--- config.mk ---
export PLATFORM = sky130hd
export DESIGN_NAME = vfct_planes
export DESIGN_NICKNAME = d
export VERILOG_FILES = /design/src/rtl/view_frustum_cull_test_core_macros.svh /design/src/rtl/vfct_pkg.sv /design/src/rtl/vfct_planes.sv
export SDC_FILE = /design/constraint.sdc
export NUM_CORES = 2
export LEC_CHECK = 0
export BUFFER_PORTS_ARGS = -buffer_cell sky130_fd_sc_hd__clkbuf_2
export CORE_AREA = 4 4 503 505
export DETAILED_ROUTE_END_ITERATION = 10
export DIE_AREA = 0 0 507 509
export MAX_ROUTING_LAYER = met4
export SYNTH_ARGS = -nofsm -noshare
export SYNTH_HDL_FRONTEND = slang
export SYNTH_SLANG_ARGS = --single-unit
--- constraint.sdc ---
create_clock -name clk -period 3.5 [get_ports clk]
set_input_delay 0.525 -clock clk [delete_from_list [all_inputs] [get_ports clk]]
set_output_delay 0.525 -clock clk [all_outputs]
set_load 0.03 [all_outputs]
--- src/rtl/view_frustum_cull_test_core_macros.svh ---
// assertion macros for the frustum cull core
// expects clk and arst_n in the scope of use
`ifndef VIEW_FRUSTUM_CULL_TEST_CORE_MACROS_SVH
`define VIEW_FRUSTUM_CULL_TEST_CORE_MACROS_SVH

// same-cycle implication, off while reset is asserted
`define VFCT_ASSERT_IMP(label, ante, cons, msg) \
	label: assert property (@(posedge clk) disable iff (!arst_n) (ante) |-> (cons)) \
		else $error(msg);

// next-cycle implication, off while reset is asserted
`define VFCT_ASSERT_NXT(label, ante, cons, msg) \
	label: assert property (@(posedge clk) disable iff (!arst_n) (ante) |=> (cons)) \
		else $error(msg);

`endif

--- src/rtl/vfct_pkg.sv ---
// shared constants, types and plane coefficient function of the frustum cull core
// no dependencies
`default_nettype none

package vfct_pkg;

	localparam int COORD_WIDTH_DEF = 32;

	localparam int NUM_CFG   = 8;
	localparam int CFG_W     = 64;
	localparam int CFG_IDX_W = 3;

	localparam int ELEM_W      = 32;
	localparam int COEF_W      = ELEM_W + 1;
	localparam int LO_W        = 16;
	localparam int NUM_AXES    = 3;
	localparam int NUM_TERMS   = NUM_AXES + 1;
	localparam int NUM_PLANES  = 6;
	localparam int PLANE_IDX_W = 3;

	localparam logic [1:0] MODE_POINT = 2'd0;
	localparam logic [1:0] MODE_BOX   = 2'd1;
	localparam logic [1:0] MODE_CUBE  = 2'd2;

	localparam logic [PLANE_IDX_W-1:0] PL_LEFT   = 3'd0;
	localparam logic [PLANE_IDX_W-1:0] PL_RIGHT  = 3'd1;
	localparam logic [PLANE_IDX_W-1:0] PL_BOTTOM = 3'd2;
	localparam logic [PLANE_IDX_W-1:0] PL_TOP    = 3'd3;
	localparam logic [PLANE_IDX_W-1:0] PL_NEAR   = 3'd4;
	localparam logic [PLANE_IDX_W-1:0] PL_FAR    = 3'd5;

	typedef logic [COEF_W-1:0] coef_t;
	// x, y, z normal terms then the offset term
	typedef coef_t [NUM_TERMS-1:0] plane_t;

	// identity matrix, two q16.16 elements per register
	localparam logic [NUM_CFG-1:0][CFG_W-1:0] CFG_RESET = {
		64'h0001_0000_0000_0000,
		64'h0000_0000_0000_0000,
		64'h0000_0000_0001_0000,
		64'h0000_0000_0000_0000,
		64'h0000_0000_0000_0000,
		64'h0001_0000_0000_0000,
		64'h0000_0000_0000_0000,
		64'h0000_0000_0001_0000
	};

	// one coefficient of a plane from the four elements of one matrix row
	function automatic coef_t plane_coef(
		input logic [PLANE_IDX_W-1:0] pl,
		input logic [ELEM_W-1:0]      e0,
		input logic [ELEM_W-1:0]      e1,
		input logic [ELEM_W-1:0]      e2,
		input logic [ELEM_W-1:0]      w
	);
		coef_t x0;
		coef_t x1;
		coef_t x2;
		coef_t xw;
		coef_t r;
		x0 = {e0[ELEM_W-1], e0};
		x1 = {e1[ELEM_W-1], e1};
		x2 = {e2[ELEM_W-1], e2};
		xw = {w[ELEM_W-1], w};
		unique case (pl)
			PL_LEFT:   r = xw + x0;
			PL_RIGHT:  r = xw - x0;
			PL_BOTTOM: r = xw + x1;
			PL_TOP:    r = xw - x1;
			PL_NEAR:   r = x2;
			PL_FAR:    r = xw - x2;
			default:   r = '0;
		endcase
		return r;
	endfunction

endpackage

`default_nettype wire

--- src/rtl/vfct_planes.sv ---
// plane coefficients built from the matrix registers, registered once per cycle
// depends on vfct_pkg
`default_nettype none

module vfct_planes (
	input  logic                                                  clk,
	input  logic [vfct_pkg::NUM_CFG-1:0][vfct_pkg::CFG_W-1:0]     cfg,
	output vfct_pkg::plane_t [vfct_pkg::NUM_PLANES-1:0]           planes
);
	import vfct_pkg::*;

	plane_t [NUM_PLANES-1:0] planes_q;

	for (genvar p = 0; p < NUM_PLANES; p++) begin : g_plane
		for (genvar r = 0; r < NUM_TERMS; r++) begin : g_row
			always_ff @(posedge clk) begin
				planes_q[p][r] <= plane_coef(PLANE_IDX_W'(p),
					cfg[2*r][ELEM_W-1:0],
					cfg[2*r][2*ELEM_W-1:ELEM_W],
					cfg[2*r+1][ELEM_W-1:0],
					cfg[2*r+1][2*ELEM_W-1:ELEM_W]);
			end
		end
	end

	assign planes = planes_q;

endmodule

`default_nettype wire

==> flow_metrics.env <==
export IMPL_status="finished, final reports clean"
export IMPL_core_area_um2=248000
export IMPL_synth_top_area_share_pct=32.1
export IMPL_ant_nets=0
export IMPL_routedWlPerCell_um=21.5
export IMPL_largest_register_ffs=780
export IMPL_globalplace_congestion=0.984
export IMPL_worstMarginPinSlew_ps=881
export IMPL_tns_ps=0
export IMPL_arrival_ps=3970
export IMPL_crit_family="compound AO/OA/AOI/OAI gates"
export IMPL_placed_area_um2=62400
export IMPL_finalNonFillerCells=11000
export IMPL_placed_cells=10700
export IMPL_routed_wl_mm=237
export IMPL_area_delta_synth_final_pct=38.7
export IMPL_vias=48500
export IMPL_drive_above_1_share_pct=26.8
export IMPL_hold_violations=0
export IMPL_ys_ff_latch=780
export IMPL_ys_flop_type="dfxtp_1"
export IMPL_drt_pass1_iter_count=8
export IMPL_hpwl_mm=204
export IMPL_grt_max_degree=16
export IMPL_powerDensity_nw_per_um2=553
export IMPL_antenna_found_initial=61
export IMPL_dieArea_um2=258000
export IMPL_synthCells=5755
export IMPL_cts_tree="yes"
export IMPL_yosysWarnings=0
export IMPL_cp_common_cell="a21o_1"
export IMPL_path_class="input port to register"
export IMPL_nFillCells=26900
export IMPL_drv_slew=0
export IMPL_numCtsBuffers=102
export IMPL_synth_nets=6928
export IMPL_worstHoldPathType="input port to register"
export IMPL_grt_pass1_wl_mm=330
export IMPL_numClockSinks=780
export IMPL_synthTopCellsByArea="dfxtp_1, ha_1, xnor2_1, a21oi_1, inv_1"
export IMPL_htree_levels=3
export IMPL_ir_drop_v=0.000429
export IMPL_die_w_um=507
export IMPL_synth_area_um2=48700
export IMPL_regArea_um2=15600
export IMPL_rows=183
export IMPL_end_kind="register"
export IMPL_start_kind="input port"
export IMPL_setup_viol=0
export IMPL_power_leakage_nw=32.9
export IMPL_drv_cap=0
export IMPL_synth_most_common_cell="dfxtp_1"
export IMPL_yosysTopAreaCell="dfxtp_1"
export IMPL_fin_area_um2=67500
export IMPL_synthTopCellsByCount="dfxtp_1, inv_1, ha_1"
export IMPL_route_detailed_drc=0
export IMPL_post_route_period_util_pct=96.8
export IMPL_die_y_um=509
export IMPL_synth_cell_types=100
export IMPL_io_pins=1305
export IMPL_cts_buffer_depth=3
export IMPL_via_per_inst=4.39
export IMPL_critPathMaxFanout=2
export IMPL_final_core_util_pct=27.2
export IMPL_grt_pass1_vias=46700
export IMPL_crit_slowest_cell="dlygate4sd3_1"
export IMPL_cts_root_buf="clkbuf_16"
export IMPL_port_buffers=1304
export IMPL_cp_cell_sequence="dlygate4sd3_1 > clkbuf_2 > ha_1 > fa_1 > nor2b_2 > o21ai_1 > buf_12 > a21o_1 > and3_1 > o31ai_1 > buf_4 > a21o_1 > a41oi_2 > o21ai_2 > nor4_1 > a311o_1"
export IMPL_rsz0062_at_grt="false"
export IMPL_crit_buf_inv=4
export IMPL_syn_area_per_cell_um2=8.46
export IMPL_multiInputGateArea_um2=29800
export IMPL_yosysSeqAreaShare_pct=32.1
export IMPL_initial_core_util_pct=19.6
export IMPL_fin_crit_ps=3390
export IMPL_required_ps=4080
export IMPL_ys_async_sr_fraction_pct=0
export IMPL_critPathMaxStageDelay_ps=540
export IMPL_clk_pin_slew_ps=70
export IMPL_relSlewSlack_pct=41.1
export IMPL_grt_use_total_pct=18.0
export IMPL_grt_overflow=0
export IMPL_drtIter0Drc=3350
export IMPL_max_freq_ghz=0.295
export IMPL_num_nets_final=8761
export IMPL_synth_edf_count=0
repair_timing:
action | 4_1_cts | 5_1_grt
setup buffers | 0 | 0
endpoints found under the hold margin | 133 | 0
hold buffers | 130 | 0
endpoints found under the setup margin | 0 | 17
gates resized for setup | 0 | 11
power breakdown:
part / internal [W] / total (W) / switching (W)
registers: 0.0106 / 0.0115 / 0.000908
logic: 0.00463 / 0.0142 / 0.00955
clock network: 0.00683 / 0.0116 / 0.00480
stage by stage:
stage | hold WS [ps] | worst slack [ps] | power [W]
final | 106 | 111 | 0.0374
after global routing | 26.1 | 14.0 | 0.0391
after CTS | 9.25 | 5.93 | 0.0379
after detailed placement | 645 | -607 | 0.0258
after global placement | 644 | -552 | 0.0259
after floorplan | 553 | 369 | 0.0197
logic make-up (layout without fill, tap and decap cells):
group / after synthesis / after routing / share of synthesized area (%)
and+or+nand+nor: 1360 / 1360 / 13.3
adders and majority gates: 660 / 660 / 17.3
muxes: 5 / 5 / 0.103
DFF: 780 / 780 / 32.1
AOI/OAI and AO/OA: 1543 / 1543 / 20.6
xor gates and xnor gates: 544 / 544 / 9.79
other: 0 / 36 / 0
buffers and inverters: 863 / 2781 / 6.85
worst paths after layout:
path / startpoint / cells past startpoint / slack [ps] / to
max: cfg[64] / 16 / 110 / planes[690]
min: cfg[66] / 2 / 110 / planes[530]
cells in the final DEF (no fill, tap or decap), drive strengths merged, types with 130 or more instances in the layout:
master and instances:
xnor2 426, a21o 139, clkbuf 1427, inv 677, buf 493, a21oi 543, nor2 527, ha 640
dfxtp 780, nand2 220, o21ai 256, dlygate4sd3 130
area by class of cell:
class / count / share of cell area [%]
Sequential cell: 780 / 23.1
Antenna cell: 36 / 0.133
Clock inverter: 66 / 1.37
Multi-Input combinational cell: 4112 / 44.1
Tap cell: 3330 / 6.17
Inverter: 665 / 3.70
Timing Repair Buffer: 1927 / 17.3
Clock buffer: 123 / 4.09
per-layer routing:
layer / track usage, % / up-vias / share of wire [%]
met5: - / - / 0
met4: 6.28 / 0 / 3.8
met3: 3.52 / 355 / 6.5
met2: 30.5 / 1789 / 48
met1: 21.2 / 22900 / 41
li1: - / 23500 / -
No activity file was read; power rests on OpenSTA's default activity.
